`src/design/svf_pkg.sv`:
```
// Shared types, constants and the q table of the state-variable filter step block.
package svf_pkg;

    localparam int DEF_STATE_BITS   = 40;
    localparam int DEF_SAMPLE_BITS  = 18;
    localparam int DEF_LOW_FRAC_MAX = 4;
    localparam int OUT_BITS         = 21;

    localparam int FREQ_BITS = 13;
    localparam int K_BITS    = 9;
    localparam int QM_BITS   = 8;
    localparam int KQ_BITS   = K_BITS + QM_BITS;
    localparam int SH_BASE   = 24;
    localparam int Q_FRAC    = 7;
    localparam int HB_MAX    = 4;

    localparam logic [FREQ_BITS-1:0] FREQ_MANT_MASK = 13'h1FF;
    localparam logic [K_BITS-1:0]    K_BASE         = 9'd256;
    localparam logic [4:0]           Q_INDEX_RESET  = 5'd4;

    localparam logic [QM_BITS-1:0] Q_TABLE [32] = '{
        8'd192, 8'd176, 8'd160, 8'd144, 8'd128, 8'd120, 8'd112, 8'd104,
        8'd96,  8'd88,  8'd80,  8'd72,  8'd64,  8'd60,  8'd56,  8'd52,
        8'd48,  8'd44,  8'd40,  8'd36,  8'd32,  8'd30,  8'd28,  8'd26,
        8'd24,  8'd22,  8'd20,  8'd18,  8'd16,  8'd15,  8'd14,  8'd13
    };

    localparam logic [1:0] ORD_BAND_FIRST = 2'd0;
    localparam logic [1:0] ORD_LOW_FIRST  = 2'd1;
    localparam logic [1:0] FORM_SEPARATE  = 2'd0;
    localparam logic [1:0] FORM_JOINT     = 2'd1;
    localparam logic       QS_ROUND_FIRST = 1'b1;

    localparam logic [2:0] RM_FLOOR     = 3'd0;
    localparam logic [2:0] RM_TRUNC     = 3'd1;
    localparam logic [2:0] RM_HALF_AWAY = 3'd2;
    localparam logic [2:0] RM_HALF_UP   = 3'd3;
    localparam logic [2:0] RM_CEIL      = 3'd4;
    localparam logic [2:0] RM_AWAY      = 3'd5;

    typedef enum logic [2:0] {
        REG_FREQ_CODE     = 3'd0,
        REG_Q_INDEX       = 3'd1,
        REG_LOW_FRAC_BITS = 3'd2,
        REG_BAND_SHIFT    = 3'd3,
        REG_UPDATE_ORDER  = 3'd4,
        REG_PRODUCT_FORM  = 3'd5,
        REG_Q_SPLIT       = 3'd6,
        REG_ROUND_MODES   = 3'd7
    } t_reg;

    typedef struct packed {
        logic [12:0]        freq_code;
        logic [4:0]         q_index;
        logic [2:0]         low_frac_bits;
        logic signed [3:0]  band_shift;
        logic [1:0]         update_order;
        logic [1:0]         product_form;
        logic               q_split;
        logic [14:0]        round_modes;
    } t_cfg;

    typedef enum logic [4:0] {
        S_IDLE, S_LOW_MUL, S_LOW_RND, S_LOW_ACC, S_LOW_WR,
        S_Q_MUL, S_Q_RND, S_Q2_MUL, S_Q2_RND, S_Q_ACC,
        S_FX_MUL, S_FX_RND, S_FX_ACC, S_FL_MUL, S_FL_RND, S_FL_ACC,
        S_J_MUL, S_J_MUL2, S_J_SUB, S_J_RND, S_J_ACC,
        S_BAND_WR, S_HOLD_WR, S_OUT_RND, S_OUT_WR
    } t_state;

    typedef enum logic [2:0] { MA_X, MA_LOW, MA_BAND, MA_XL, MA_RND } t_mul_a;
    typedef enum logic [1:0] { MB_K, MB_KQ, MB_QM } t_mul_b;
    typedef enum logic [1:0] { RSRC_PROD, RSRC_ACC, RSRC_LOW } t_rsrc;
    typedef enum logic [2:0] {
        RSH_X_SEP, RSH_X_JOINT, RSH_Q_COMB, RSH_Q_FIRST,
        RSH_Q_SECOND, RSH_SINGLE, RSH_LOW_UPD, RSH_OUT
    } t_rsh;
    typedef enum logic [2:0] { RMS_X, RMS_L, RMS_Q, RMS_U, RMS_O } t_rmsel;
    typedef enum logic [2:0] {
        ACC_HOLD, ACC_BAND_MINUS_RND, ACC_ADD_RND, ACC_SUB_RND,
        ACC_LOW_PLUS_RND, ACC_PROD_SHB, ACC_SUB_PROD_SHL, ACC_BAND_PLUS_RND
    } t_acc_op;
    typedef enum logic [2:0] { WR_NONE, WR_BAND, WR_LOW, WR_HOLD, WR_LOW_HOLD } t_wr_op;

    typedef struct packed {
        logic    x_load;
        logic    mul_en;
        t_mul_a  mul_a;
        t_mul_b  mul_b;
        logic    rnd_en;
        t_rsrc   rnd_src;
        t_rsh    rnd_sh;
        t_rmsel  rnd_mode;
        t_acc_op acc_op;
        t_wr_op  wr_op;
        logic    out_load;
    } t_cmd;

endpackage

```
`src/design/svf_ctrl.sv`:
```
// Sequencer that steps the shared multiplier, rounder and accumulator through one item.
module svf_ctrl import svf_pkg::*; (
    input  logic i_clk,
    input  logic i_rst_n,
    input  t_cfg i_cfg,
    input  logic i_in_valid,
    output logic o_in_ready,
    output logic o_out_valid,
    input  logic i_out_ready,
    output t_cmd o_cmd
);

    t_state r_state, n_state;
    logic   r_out_valid, n_out_valid;
    logic   band_first, simult, form_single, form_sep, qs_first;
    t_state band_start;

    assign band_first  = (i_cfg.update_order == ORD_BAND_FIRST);
    assign simult      = i_cfg.update_order[1];
    assign form_single = i_cfg.product_form[1];
    assign form_sep    = (i_cfg.product_form == FORM_SEPARATE);
    assign qs_first    = (i_cfg.q_split == QS_ROUND_FIRST);
    assign band_start  = form_single ? S_J_MUL : S_Q_MUL;

    assign o_in_ready  = (r_state == S_IDLE);
    assign o_out_valid = r_out_valid;

    always_ff @(posedge i_clk) begin
        if (!i_rst_n) begin
            r_state     <= S_IDLE;
            r_out_valid <= 1'b0;
        end else begin
            r_state     <= n_state;
            r_out_valid <= n_out_valid;
        end
    end

    always_comb begin
        n_state     = r_state;
        n_out_valid = r_out_valid && !i_out_ready;
        o_cmd       = '0;
        unique case (r_state)
            S_IDLE: begin
                if (i_in_valid) begin
                    o_cmd.x_load = 1'b1;
                    n_state      = band_first ? band_start : S_LOW_MUL;
                end
            end
            S_LOW_MUL: begin
                o_cmd.mul_en = 1'b1;
                o_cmd.mul_a  = MA_BAND;
                o_cmd.mul_b  = MB_K;
                n_state      = S_LOW_RND;
            end
            S_LOW_RND: begin
                o_cmd.rnd_en   = 1'b1;
                o_cmd.rnd_src  = RSRC_PROD;
                o_cmd.rnd_sh   = RSH_LOW_UPD;
                o_cmd.rnd_mode = RMS_U;
                n_state        = S_LOW_ACC;
            end
            S_LOW_ACC: begin
                o_cmd.acc_op = ACC_LOW_PLUS_RND;
                n_state      = S_LOW_WR;
            end
            S_LOW_WR: begin
                o_cmd.wr_op = simult ? WR_HOLD : WR_LOW;
                n_state     = band_first ? S_OUT_RND : band_start;
            end
            S_Q_MUL: begin
                o_cmd.mul_en = 1'b1;
                o_cmd.mul_a  = MA_BAND;
                o_cmd.mul_b  = qs_first ? MB_QM : MB_KQ;
                n_state      = S_Q_RND;
            end
            S_Q_RND: begin
                o_cmd.rnd_en   = 1'b1;
                o_cmd.rnd_src  = RSRC_PROD;
                o_cmd.rnd_sh   = qs_first ? RSH_Q_FIRST : RSH_Q_COMB;
                o_cmd.rnd_mode = RMS_Q;
                n_state        = qs_first ? S_Q2_MUL : S_Q_ACC;
            end
            S_Q2_MUL: begin
                o_cmd.mul_en = 1'b1;
                o_cmd.mul_a  = MA_RND;
                o_cmd.mul_b  = MB_K;
                n_state      = S_Q2_RND;
            end
            S_Q2_RND: begin
                o_cmd.rnd_en   = 1'b1;
                o_cmd.rnd_src  = RSRC_PROD;
                o_cmd.rnd_sh   = RSH_Q_SECOND;
                o_cmd.rnd_mode = RMS_Q;
                n_state        = S_Q_ACC;
            end
            S_Q_ACC: begin
                o_cmd.acc_op = ACC_BAND_MINUS_RND;
                n_state      = S_FX_MUL;
            end
            S_FX_MUL: begin
                o_cmd.mul_en = 1'b1;
                o_cmd.mul_a  = form_sep ? MA_X : MA_XL;
                o_cmd.mul_b  = MB_K;
                n_state      = S_FX_RND;
            end
            S_FX_RND: begin
                o_cmd.rnd_en   = 1'b1;
                o_cmd.rnd_src  = RSRC_PROD;
                o_cmd.rnd_sh   = form_sep ? RSH_X_SEP : RSH_X_JOINT;
                o_cmd.rnd_mode = RMS_X;
                n_state        = S_FX_ACC;
            end
            S_FX_ACC: begin
                o_cmd.acc_op = ACC_ADD_RND;
                n_state      = form_sep ? S_FL_MUL : S_BAND_WR;
            end
            S_FL_MUL: begin
                o_cmd.mul_en = 1'b1;
                o_cmd.mul_a  = MA_LOW;
                o_cmd.mul_b  = MB_K;
                n_state      = S_FL_RND;
            end
            S_FL_RND: begin
                o_cmd.rnd_en   = 1'b1;
                o_cmd.rnd_src  = RSRC_PROD;
                o_cmd.rnd_sh   = RSH_X_JOINT;
                o_cmd.rnd_mode = RMS_L;
                n_state        = S_FL_ACC;
            end
            S_FL_ACC: begin
                o_cmd.acc_op = ACC_SUB_RND;
                n_state      = S_BAND_WR;
            end
            S_J_MUL: begin
                o_cmd.mul_en = 1'b1;
                o_cmd.mul_a  = MA_XL;
                o_cmd.mul_b  = MB_K;
                n_state      = S_J_MUL2;
            end
            S_J_MUL2: begin
                o_cmd.acc_op = ACC_PROD_SHB;
                o_cmd.mul_en = 1'b1;
                o_cmd.mul_a  = MA_BAND;
                o_cmd.mul_b  = MB_KQ;
                n_state      = S_J_SUB;
            end
            S_J_SUB: begin
                o_cmd.acc_op = ACC_SUB_PROD_SHL;
                n_state      = S_J_RND;
            end
            S_J_RND: begin
                o_cmd.rnd_en   = 1'b1;
                o_cmd.rnd_src  = RSRC_ACC;
                o_cmd.rnd_sh   = RSH_SINGLE;
                o_cmd.rnd_mode = RMS_X;
                n_state        = S_J_ACC;
            end
            S_J_ACC: begin
                o_cmd.acc_op = ACC_BAND_PLUS_RND;
                n_state      = S_BAND_WR;
            end
            S_BAND_WR: begin
                o_cmd.wr_op = WR_BAND;
                if (band_first) begin
                    n_state = S_LOW_MUL;
                end else begin
                    n_state = simult ? S_HOLD_WR : S_OUT_RND;
                end
            end
            S_HOLD_WR: begin
                o_cmd.wr_op = WR_LOW_HOLD;
                n_state     = S_OUT_RND;
            end
            S_OUT_RND: begin
                o_cmd.rnd_en   = 1'b1;
                o_cmd.rnd_src  = RSRC_LOW;
                o_cmd.rnd_sh   = RSH_OUT;
                o_cmd.rnd_mode = RMS_O;
                n_state        = S_OUT_WR;
            end
            S_OUT_WR: begin
                if (!r_out_valid || i_out_ready) begin
                    o_cmd.out_load = 1'b1;
                    n_out_valid    = 1'b1;
                    n_state        = S_IDLE;
                end
            end
            default: n_state = S_IDLE;
        endcase
    end

`ifndef ASSERT_OFF
    a_load_free: assert property (@(posedge i_clk) disable iff (!i_rst_n)
        o_cmd.out_load |-> (!r_out_valid || i_out_ready))
        else $error("result loaded over an item not yet taken");
    a_start: assert property (@(posedge i_clk) disable iff (!i_rst_n)
        (i_in_valid && o_in_ready) |=>
        (r_state == S_LOW_MUL || r_state == S_Q_MUL || r_state == S_J_MUL))
        else $error("accepted item did not start a product sequence");
    a_hold_out: assert property (@(posedge i_clk) disable iff (!i_rst_n)
        (r_state == S_OUT_WR && r_out_valid && !i_out_ready) |=> (r_state == S_OUT_WR))
        else $error("finished item left the wait state while output was blocked");
`endif

endmodule

```
`config.mk`:
```
export PLATFORM = sky130hd
export DESIGN_NAME = svf_ctrl
export DESIGN_NICKNAME = d
export VERILOG_FILES = /design/src/design/svf_pkg.sv /design/src/design/svf_ctrl.sv
export SDC_FILE = /design/constraint.sdc
export NUM_CORES = 1
export LEC_CHECK = 0
export ABC_AREA = 1
export ABC_CLOCK_PERIOD_IN_PS = 1300
export BUFFER_PORTS_ARGS = -buffer_cell sky130_fd_sc_hd__buf_2
export CORE_AREA = 10 10 62 64
export CTS_CLUSTER_DIAMETER = 100
export DETAILED_ROUTE_END_ITERATION = 10
export DIE_AREA = 0 0 72 74
export GPL_TIMING_DRIVEN = 0
export PLACE_DENSITY = 0.74
export SLEW_MARGIN = 0
export SYNTH_ARGS = -nofsm -noshare
export SYNTH_HDL_FRONTEND = slang
export SYNTH_SLANG_ARGS = --single-unit
export TNS_END_PERCENT = 5
```
`constraint.sdc`:
```
create_clock -name i_clk -period 1.3 [get_ports i_clk]
set_clock_uncertainty 0.1 [all_clocks]
set_input_delay 0 -clock i_clk [delete_from_list [all_inputs] [get_ports i_clk]]
set_output_delay 0 -clock i_clk [all_outputs]
set_load 0.03 [all_outputs]
```
==> results.yml, run 1 <==
outcome:
  status: "finished, violations left"
  failed_checks: "negative setup slack"
critical_path:
  reg2reg_depth: 9
  cpLargestDelayFamily: "simple AND/OR/NAND/NOR gates"
  critPathBufInv: 3
  cp-end-kind: "output pin"
  crit_type: "flip-flop to output pin"
  r2r_end: "r_state[0]"
  worstPathMaxFanout: 7
  critPathMostFrequentCell: "nand3_1"
  reg2reg_slack_ns: -0.22
  cp-endpoint: "o_cmd[21]"
  crit_required_ns: 1.20
  cp.arrival_ns: 1.48
  startpoint: "r_state[2]"
  path_depth: 7
  crit_path_cell_trace: "nor2_4 -> buf_4 -> nand3_1 -> nand3_1 -> inv_1 -> nand2_1 -> buf_6"
  worst_setup_path_start_kind: "flip-flop"
  cp_slowest_cell: "dfxtp_4"
  slowest_delay_ns: 0.38
  reg2reg_from: "r_state[4]"
yosys:
  avgSynthCellArea_sq_um: 5.17
  syn_nets: 219
  ys_types: 24
  synth_warnings: 0
  syn_inst: 170
  synthesis.area_sq_um: 880
  synth-seq-cells: 6
  yosysSeqAreaShare_pct: 13.7
clock_network:
  clk_latency_ns: 0.24
  cts_buffers: 3
  clkSlewWorstSetupHoldPaths_ns: 0.05
  clock_sinks: 6
  htree_levels: 1
  cts_root_buf: "clkbuf_4"
  cts_tree: "built"
  clock_path_buffers: 2
route:
  antenna_left: 0
  routed_wl_mm: 3.55
  drc: 0
  wl_per_cell_um: 13.9
  vias: 1314
  detailedRoute.firstPassIterationCount: 4
  drt_iter0_drc: 72
  viasPerCell: 5.15
sta:
  rsz0062_at_grt: "yes"
  fmax_mhz: 634
  worstMarginPinSlew_ns: 0.251
  setup_violations: 29
  relSlewSlack_pct: 83.3
  finalHoldViolations: 0
  period_share_pct: 121
  finalCriticalPeriod_ns: 1.58
  postLayoutSetupSlackWorst_ns: -0.278
  report.final.slew_viol_count: 0
hold_path:
  hp-class: "input port to flip-flop"
finish:
  antenna_cells: 0
  drive_gt1_share_pct: 53.6
  final_cell_mix: "nand2_1, buf_4, inv_1, nor2_1, buf_6"
  nets: 275
  area_growth_pct: 83.2
  nFillCells: 262
  stdcell_count: 255
  final_common_cell: "nand2_1"
  design_area_sq_mm: 0.00161
power_and_ir_drop:
  ir_drop_mv: 1.31
  powerDensity_mw_per_mm2: 1730
  cellLeakagePower_nw: 0.843
  power.total_mw: 2.79
floorplan:
  die_h_um: 74
  rows: 19
  fp.dieArea_sq_mm: 0.00533
  start_util_pct: 33.0
  die_w_um: 72
  fp.coreArea_sq_mm: 0.00266
  io_pins: 74
global_routing:
  grt_first_pass_wirelength_mm: 5.91
  grtUsageTotal_pct: 13.3
  grt_overflow_total: 0
  antenna_found_initial: 0
  grt_max_degree: 11
  grt_pass1_vias: 1327
flow_run:
  drv_cap: 0
place:
  dp_hpwl_mm: 2.52
  placed_cells: 234
  place_area_sq_mm: 0.00112
  gp_congestion: 0.945
  io_buffers: 33
## cells in the mapped netlist
cell | number | area share [%]
nor2_4 | 5 | 6.4
inv_2 | 1 | 0.43
o21ai_0 | 4 | 2.3
inv_1 | 30 | 13
nand2_2 | 1 | 0.71
a211oi_1 | 1 | 0.85
o21bai_1 | 1 | 0.85
a31oi_1 | 1 | 0.71
or2_2 | 2 | 1.4
buf_4 | 1 | 0.85
nor2_2 | 3 | 2.1
nand2_1 | 38 | 16
a21oi_1 | 6 | 3.4
o21ai_1 | 1 | 0.57
nand3_2 | 1 | 1.1
nand4_1 | 5 | 3.6
o211ai_1 | 1 | 0.85
nor3_1 | 8 | 4.6
nor2_1 | 32 | 14
dfxtp_1 | 6 | 14
nand3_1 | 18 | 10
buf_2 | 1 | 0.57
clkbuf_1 | 2 | 0.85
nand2_4 | 1 | 1.3
## kinds of logic after synthesis
group,after synthesis,share of synthesized area [%]
buffers and inverters,35,15.5
AO/OA/AOI/OAI,15,9.53
flip-flops,6,13.7
AND/OR/NAND/NOR,114,61.3
## through the flow
| stage | setup slack, ns | TNS, ns | utilization [%] | hold WS, ns |
|---|---|---|---|---|
| 2_1_floorplan | -0.160 | -1.74 | - | 0.0514 |
| 3_3_place_gp | -0.326 | -3.90 | 42.2 | 0.194 |
| 3_5_place_dp | -0.318 | -3.86 | 42.2 | 0.204 |
| 4_1_cts | -0.241 | -4.75 | 57.4 | 0.0321 |
| 5_1_grt | -0.359 | -7.30 | 60.5 | 0.0671 |
| 6_report | -0.278 | -4.85 | 60.5 | 0.0386 |
## routing by layer
layer	global-route usage, %	routed length [um]
met5	0	0
met4	4.30	43
met3	3.99	285
met2	24.7	1870
met1	14.1	1350
## state kept, by name (all words and copies together), names as in the netlist
name,cells
r_state,5
o_out_valid,1
## what timing repair did
item / in CTS / in global routing
setup buffers: 13 / 3
pin swaps: 10 / 10
hold buffers: 2 / 0
gates resized for setup: 88 / 20
endpoints found under the hold margin: 5 / 0
endpoints found under the setup margin: 29 / 30
## power breakdown
part | leakage, nW | internal [mW] | switching, mW
logic | 0.777 | 0.855 | 1.38
clock network | 0.0138 | 0.104 | 0.0617
registers | 0.0525 | 0.256 | 0.134
## worst min path at each step
stage,start,endpoint,slack (ns),depth (start not counted)
finish,i_in_valid,r_state[2],0.04,5
global route,i_in_valid,r_state[2],0.07,5
CTS,i_in_valid,r_state[2],0.03,5
detailed placement,i_out_ready,o_out_valid,0.20,4
global placement,i_out_ready,o_out_valid,0.19,4
floorplan,i_cfg[15],o_cmd[17],0.05,2
## area by class of cell
cell class                 count  area [sq um]  area share [%]
multi-input combinational    129           828            51.4
sequential                     6           139            8.62
buffer                         4          33.8            2.10
clock buffer                   3          22.5            1.40
inverter                      31           124            7.69
timing repair buffer          51           425            26.4
tap                           31          38.8            2.41
## worst reg2reg max path: cells and delay by family, from the launching register on
family	cells	cell delay, ns
AOI/OAI and AO/OA	1	0.13
and+or+nand+nor	5	0.45
buffers and inverters	3	0.36
DFF	1	0.36
Power figures use the tool's default switching activity.
==> run 2, diff against run 1 <==
--- a/config.mk
+++ b/config.mk
@@ -6,14 +6,14 @@
 export NUM_CORES = 1
 export LEC_CHECK = 0
 export ABC_AREA = 1
-export ABC_CLOCK_PERIOD_IN_PS = 1300
+export ABC_CLOCK_PERIOD_IN_PS = 2050
 export BUFFER_PORTS_ARGS = -buffer_cell sky130_fd_sc_hd__buf_2
 export CORE_AREA = 10 10 62 64
 export CTS_CLUSTER_DIAMETER = 100
 export DETAILED_ROUTE_END_ITERATION = 10
 export DIE_AREA = 0 0 72 74
 export GPL_TIMING_DRIVEN = 0
-export PLACE_DENSITY = 0.74
+export PLACE_DENSITY = 0.71
 export SLEW_MARGIN = 0
 export SYNTH_ARGS = -nofsm -noshare
 export SYNTH_HDL_FRONTEND = slang
==> constraint.sdc (replaced) <==
create_clock -name i_clk -period 2.05 [get_ports i_clk]
set_clock_uncertainty 0.1 [all_clocks]
set_input_delay 0 -clock i_clk [delete_from_list [all_inputs] [get_ports i_clk]]
set_output_delay 0 -clock i_clk [all_outputs]
set_load 0.03 [all_outputs]
==> run 2 against run 1 <==
Compared with the run above:
- the run now ends clean
- cell count shrank 5.9%
- first-iteration DRC count shrank 4.2%
- hold slack gained 0.018 ns
- critical path depth shrank 3
- register-to-register slack gained 0.40 ns
- combinational power shrank 57%
- sequential cell count is the same
- clock-buffer cell count is the same
- non-clock buffer count shrank 15
- setup slack gained 0.46 ns
- core utilization shrank 18 points
- clock power shrank 36%
==> results.yml, run 2 (synthesis results as in run 1) <==
floorplan:
  start_util_pct: 33.0
  die_h_um: 74
  fp.dieArea_sq_mm: 0.00533
  io_pins: 74
  rows: 19
  fp.coreArea_sq_mm: 0.00266
  die_w_um: 72
route:
  drt_iter0_drc: 69
  routed_wl_mm: 2.96
  detailedRoute.firstPassIterationCount: 4
  vias: 1181
  antenna_left: 0
  viasPerCell: 4.92
  drc: 0
  wl_per_cell_um: 12.3
place:
  gp_congestion: 0.938
  io_buffers: 33
  dp_hpwl_mm: 2.43
critical_path:
  reg2reg_from: "r_state[4]"
  crit_path_cell_trace: "clkbuf_1 -> nand3_1 -> a21oi_1 -> dlygate4sd3_1"
  worst_setup_path_start_kind: "flip-flop"
  startpoint: "r_state[4]"
  crit_type: "flip-flop to flip-flop"
  reg2reg_slack_ns: 0.18
  worstPathMaxFanout: 10
  cp-end-kind: "flip-flop"
  crit_required_ns: 2.13
  slowest_delay_ns: 0.56
  cp.arrival_ns: 1.95
  cp_slowest_cell: "dlygate4sd3_1"
sta:
  setup_violations: 0
  rsz0062_at_grt: "no"
  period_share_pct: 91.2
  finalHoldViolations: 0
  hold_ws_ns: 0.0564
  report.final.slew_viol_count: 0
  worstMarginPinSlew_ns: 0.439
  fmax_mhz: 535
  finalCriticalPeriod_ns: 1.87
  relSlewSlack_pct: 70.7
  fin_setup_tns_ns: 0
global_routing:
  grt_first_pass_wirelength_mm: 5.03
  grt.busiest_layer: "met2"
  grt_use_met3_pct: 3.86
  grt_max_degree: 11
  grt_overflow_total: 0
  grt_pass1_vias: 1145
  antenna_found_initial: 0
  grt_util_met2_pct: 18.7
  grtUsageTotal_pct: 11.2
  met1_usage_pct: 13.5
flow_run:
  drv_cap: 0
finish:
  multiInputGateArea_sq_um: 626
  seq_area_sq_um: 121
  largest_register_ffs: 5
  top_register: "r_state"
  nFillCells: 315
  nets: 260
  drive_gt1_share_pct: 25.8
  final_util_pct: 42.8
  final_cell_mix: "nand2_1, buf_2, nor2_1"
  final_common_cell: "nand2_1"
  antenna_cells: 0
  area_growth_pct: 29.6
clock_network:
  clk_latency_ns: 0.24
  clkSlewWorstSetupHoldPaths_ns: 0.04
  clock_sinks: 6
  cts_buffers: 3
  cts_root_buf: "clkbuf_4"
  htree_levels: 1
  clock_path_buffers: 2
  cts_tree: "built"
hold_path:
  hp-start: "i_in_valid"
  hp-class: "input port to flip-flop"
outcome:
  status: "finished, final reports clean"
power_and_ir_drop:
  cellLeakagePower_nw: 0.728
  ir_drop_mv: 0.713
  powerDensity_mw_per_mm2: 1110
## run 2: cell count changes in the layout (fill, tap and decap cells not counted), moves of 8 or more
cell     change
nand2_1     +11
buf_2       +25
inv_1       +10
buf_4       -24
nand3_1      +8
buf_6       -16
nor2_1      +12
## run 2: layout make-up
type	count	area share [%]
Buffer	4	1.76
Clock buffer	3	1.98
Sequential cell	6	10.6
Multi-Input combinational cell	129	54.9
Inverter	31	10.2
Tap cell	31	3.40
Timing Repair Buffer	36	17.1
## run 2: power breakdown
group	leakage, nW	internal [mW]	total, mW	switching (mW)
clock	0.0138	0.0660	0.106	0.0399
combinational	0.665	0.264	0.961	0.698
sequential	0.0494	0.147	0.200	0.0537
total	0.728	0.476	1.27	0.791
## run 2: per-stage QoR
step | std cells | cell area (sq um) | power [mW] | worst slack, ns
detailed placement | 234 | 1080 | 1.16 | 0.387
floorplan | 170 | 880 | 0.911 | 0.193
global placement | 234 | 1080 | 1.17 | 0.389
finish | 240 | 1140 | 1.27 | 0.181
global route | 240 | 1140 | 1.40 | 0.0312
CTS | 240 | 1140 | 1.28 | 0.118
## run 2: path summary, 6_finish.rpt
check	to	depth (start not counted)
setup / recovery	o_out_valid	4
hold / removal	r_state[2]	5
setup reg to reg	o_out_valid	4
hold reg to reg	r_state[3]	6
## run 2: layer usage
metal  vias up  wire length (um)
met5         -                 0
li1        620                 -
met4         0                 0
met1       523              1320
met2        38              1380
met3         0               249
## run 2: what timing repair did
action                                 CTS  global route
endpoints found under the hold margin    5             0
resized for setup                        0             2
hold buffers                             3             0
buffers inserted                         0             0
setup endpoints to repair                0             2
## run 2: critical path, delay by kind of cell (launching register included)
kind / cells / cell delay [ns]
AO/OA/AOI/OAI: 1 / 0.17
buffers and inverters: 2 / 0.94
flip-flops: 1 / 0.39
AND/OR/NAND/NOR: 1 / 0.20
==> run 3, diff against run 2 <==
--- a/config.mk
+++ b/config.mk
@@ -6,7 +6,7 @@
 export NUM_CORES = 1
 export LEC_CHECK = 0
 export ABC_AREA = 1
-export ABC_CLOCK_PERIOD_IN_PS = 2050
+export ABC_CLOCK_PERIOD_IN_PS = 1800
 export BUFFER_PORTS_ARGS = -buffer_cell sky130_fd_sc_hd__buf_2
 export CORE_AREA = 10 10 62 64
 export CTS_CLUSTER_DIAMETER = 100
@@ -14,6 +14,7 @@
 export DIE_AREA = 0 0 72 74
 export GPL_TIMING_DRIVEN = 0
 export PLACE_DENSITY = 0.71
+export RECOVER_POWER = 50
 export SLEW_MARGIN = 0
 export SYNTH_ARGS = -nofsm -noshare
 export SYNTH_HDL_FRONTEND = slang
==> constraint.sdc (replaced) <==
create_clock -name i_clk -period 1.8 [get_ports i_clk]
set_clock_uncertainty 0.1 [all_clocks]
set_input_delay 0 -clock i_clk [delete_from_list [all_inputs] [get_ports i_clk]]
set_output_delay 0 -clock i_clk [all_outputs]
set_load 0.03 [all_outputs]
==> run 3 against run 2 <==
Compared with the run above:
- global-route usage rose by 0.36 points
- power rose by 18%
- cell area rose by 3.8%
- non-clock buffer count rose by 1
- sequential power rose by 17%
- clock power rose by 12%
- sequential share of layout area rose by 0.24 points
- register-to-register slack improved by 0.099 ns
- via count rose by 2.1%
- critical path depth rose by 4
- critical path type is now flip-flop to output pin
- critical endpoint is now o_cmd[21]
- highest routed layer is now met4
==> results.yml, run 3 (synthesis results as in run 1) <==
power_and_ir_drop:
  p_clk_share_pct: 8.0
  sw_frac_of_total_pct: 62.6
  p_seq_share_pct: 15.6
  cellLeakagePower_nw: 0.714
  p_switching_mw: 0.937
  ir_drop_mv: 0.754
  powerDensity_mw_per_mm2: 1270
  internal_power_mw: 0.561
  comb_power_share_pct: 76.4
critical_path:
  cpLargestDelayFamily: "simple AND/OR/NAND/NOR gates"
  cp.arrival_ns: 1.60
  slowest_delay_ns: 0.34
  cp-end-kind: "output pin"
  reg2reg_from: "r_state[1]"
  crit_type: "flip-flop to output pin"
  crit_path_cell_trace: "inv_1 -> nand2_1 -> nor2_1 -> nand2_1 -> nand3_1 -> inv_1 -> nand2_1 -> buf_2"
  r2r_end: "r_state[3]"
  reg2reg_depth: 7
  reg2reg_slack_ns: 0.28
  critPathMostFrequentCell: "nand2_1"
  crit_required_ns: 1.70
  critPathBufInv: 3
  worst_setup_path_start_kind: "flip-flop"
  cp_slowest_cell: "dfxtp_2"
  worstPathMaxFanout: 6
  startpoint: "r_state[1]"
place:
  dp_hpwl_mm: 2.48
  io_buffers: 33
  gp_congestion: 0.962
  placed_cells: 234
  dp_slack_ns: 0.145
finish:
  final_cell_mix: "nand2_1, inv_1, nor2_1"
  nets: 261
  drive_gt1_share_pct: 29.5
  final_common_cell: "nand2_1"
  antenna_cells: 0
  largest_register_ffs: 5
  area_growth_pct: 34.6
  nFillCells: 324
  top_register: "r_state"
  stdcell_count: 241
sta:
  finalHoldViolations: 0
  setup_violations: 0
  postLayoutSetupSlackWorst_ns: 0.0998
  fmax_mhz: 588
  worstMarginPinSlew_ns: 0.377
  finalCriticalPeriod_ns: 1.70
  relSlewSlack_pct: 75.0
  period_share_pct: 94.5
  fin_setup_tns_ns: 0
  rsz0062_at_grt: "yes"
  report.final.slew_viol_count: 0
clock_network:
  cts_tree: "built"
  htree_levels: 1
  cts_root_buf: "clkbuf_4"
  cts_buffers: 3
  clkSlewWorstSetupHoldPaths_ns: 0.04
  clock_path_buffers: 2
  clk_latency_ns: 0.24
  clock_sinks: 6
route:
  wl_met3_um: 246
  viasPerCell: 5.00
  met2_length_mm: 1.42
  wl_per_cell_um: 12.6
  antenna_left: 0
  drt-met1-wl_mm: 1.35
  drc: 0
  highest_layer: "met4"
  vias: 1206
  detailedRoute.firstPassIterationCount: 4
  drt_iter0_drc: 70
  routed_wl_mm: 3.03
flow_run:
  drv_cap: 0
global_routing:
  antenna_found_initial: 0
  grtUsageTotal_pct: 11.6
  grt_max_degree: 11
  grt_first_pass_wirelength_mm: 5.26
  grt_overflow_total: 0
  grt_pass1_vias: 1194
hold_path:
  hp-class: "input port to flip-flop"
  hp-start: "i_in_valid"
  hold_path_end: "r_state[2]"
  whs_path_depth: 5
outcome:
  status: "finished, final reports clean"
floorplan:
  rows: 19
  fp.dieArea_sq_mm: 0.00533
  die_h_um: 74
  start_util_pct: 33.0
  io_pins: 74
  die_w_um: 72
  fp.coreArea_sq_mm: 0.00266
-- run 3: per-stage QoR --
| step | cell area (sq um) | util [%] | hold slack, ns | power (mW) |
|---|---|---|---|---|
| floorplan | 882 | - | 0.0514 | 1.04 |
| global placement | 1090 | 40.8 | 0.195 | 1.34 |
| detailed placement | 1090 | 40.8 | 0.200 | 1.33 |
| CTS | 1140 | 42.7 | 0.0403 | 1.47 |
| global route | 1180 | 44.5 | 0.0858 | 1.65 |
| finish | 1180 | 44.5 | 0.0389 | 1.50 |
-- run 3: final cells by class --
type                            count  area [sq um]  area share [%]
Multi-Input combinational cell    129           654            55.3
Timing Repair Buffer               37           199            16.8
Sequential cell                     6           129            10.9
Inverter                           31           116            9.83
Tap cell                           31          38.8            3.28
Buffer                              4          23.8            2.01
Clock buffer                        3          22.5            1.90
-- run 3: how the worst max path moves through the flow --
stage                      endpoint  slack, ns  cells after the start
after global routing      o_cmd[21]      -0.06                      8
after global placement    o_cmd[10]       0.15                     10
after floorplan            o_cmd[1]       0.11                      5
after CTS                 o_cmd[10]       0.01                      9
after detailed placement  o_cmd[10]       0.14                     10
final                     o_cmd[21]        0.1                      8
-- run 3: timing repair --
item / in CTS / in global routing
cloned: 0 / 0
setup buffers: 0 / 2
resized for setup: 4 / 16
hold buffers: 2 / 0
hold endpoints to repair: 5 / 0
setup endpoints to repair: 2 / 11
pin swaps: 0 / 1
-- run 3: per-layer routing --
| metal | track usage (%) | vias to the layer above |
|---|---|---|
| met5 | 0 | - |
| met4 | 3.23 | 0 |
| met3 | 2.53 | 2 |
| met2 | 19.6 | 41 |
| li1 | - | 615 |
| met1 | 14.4 | 548 |
-- run 3: power groups by stage --
stage | Clock [mW] | Sequential (mW) | Combinational (mW)
finish | 0.119 | 0.234 | 1.15
global route | 0.131 | 0.242 | 1.27
CTS | 0.126 | 0.229 | 1.12
detailed placement | 0 | 0.226 | 1.11
global placement | 0 | 0.226 | 1.11
floorplan | 0 | 0.220 | 0.819
-- run 3: tightest hold or removal path: stages --
cell,delay [ns]
buf_2,0.09
inv_1,0.06
a21oi_1,0.09
nand2_1,0.07
nor2_1,0.03
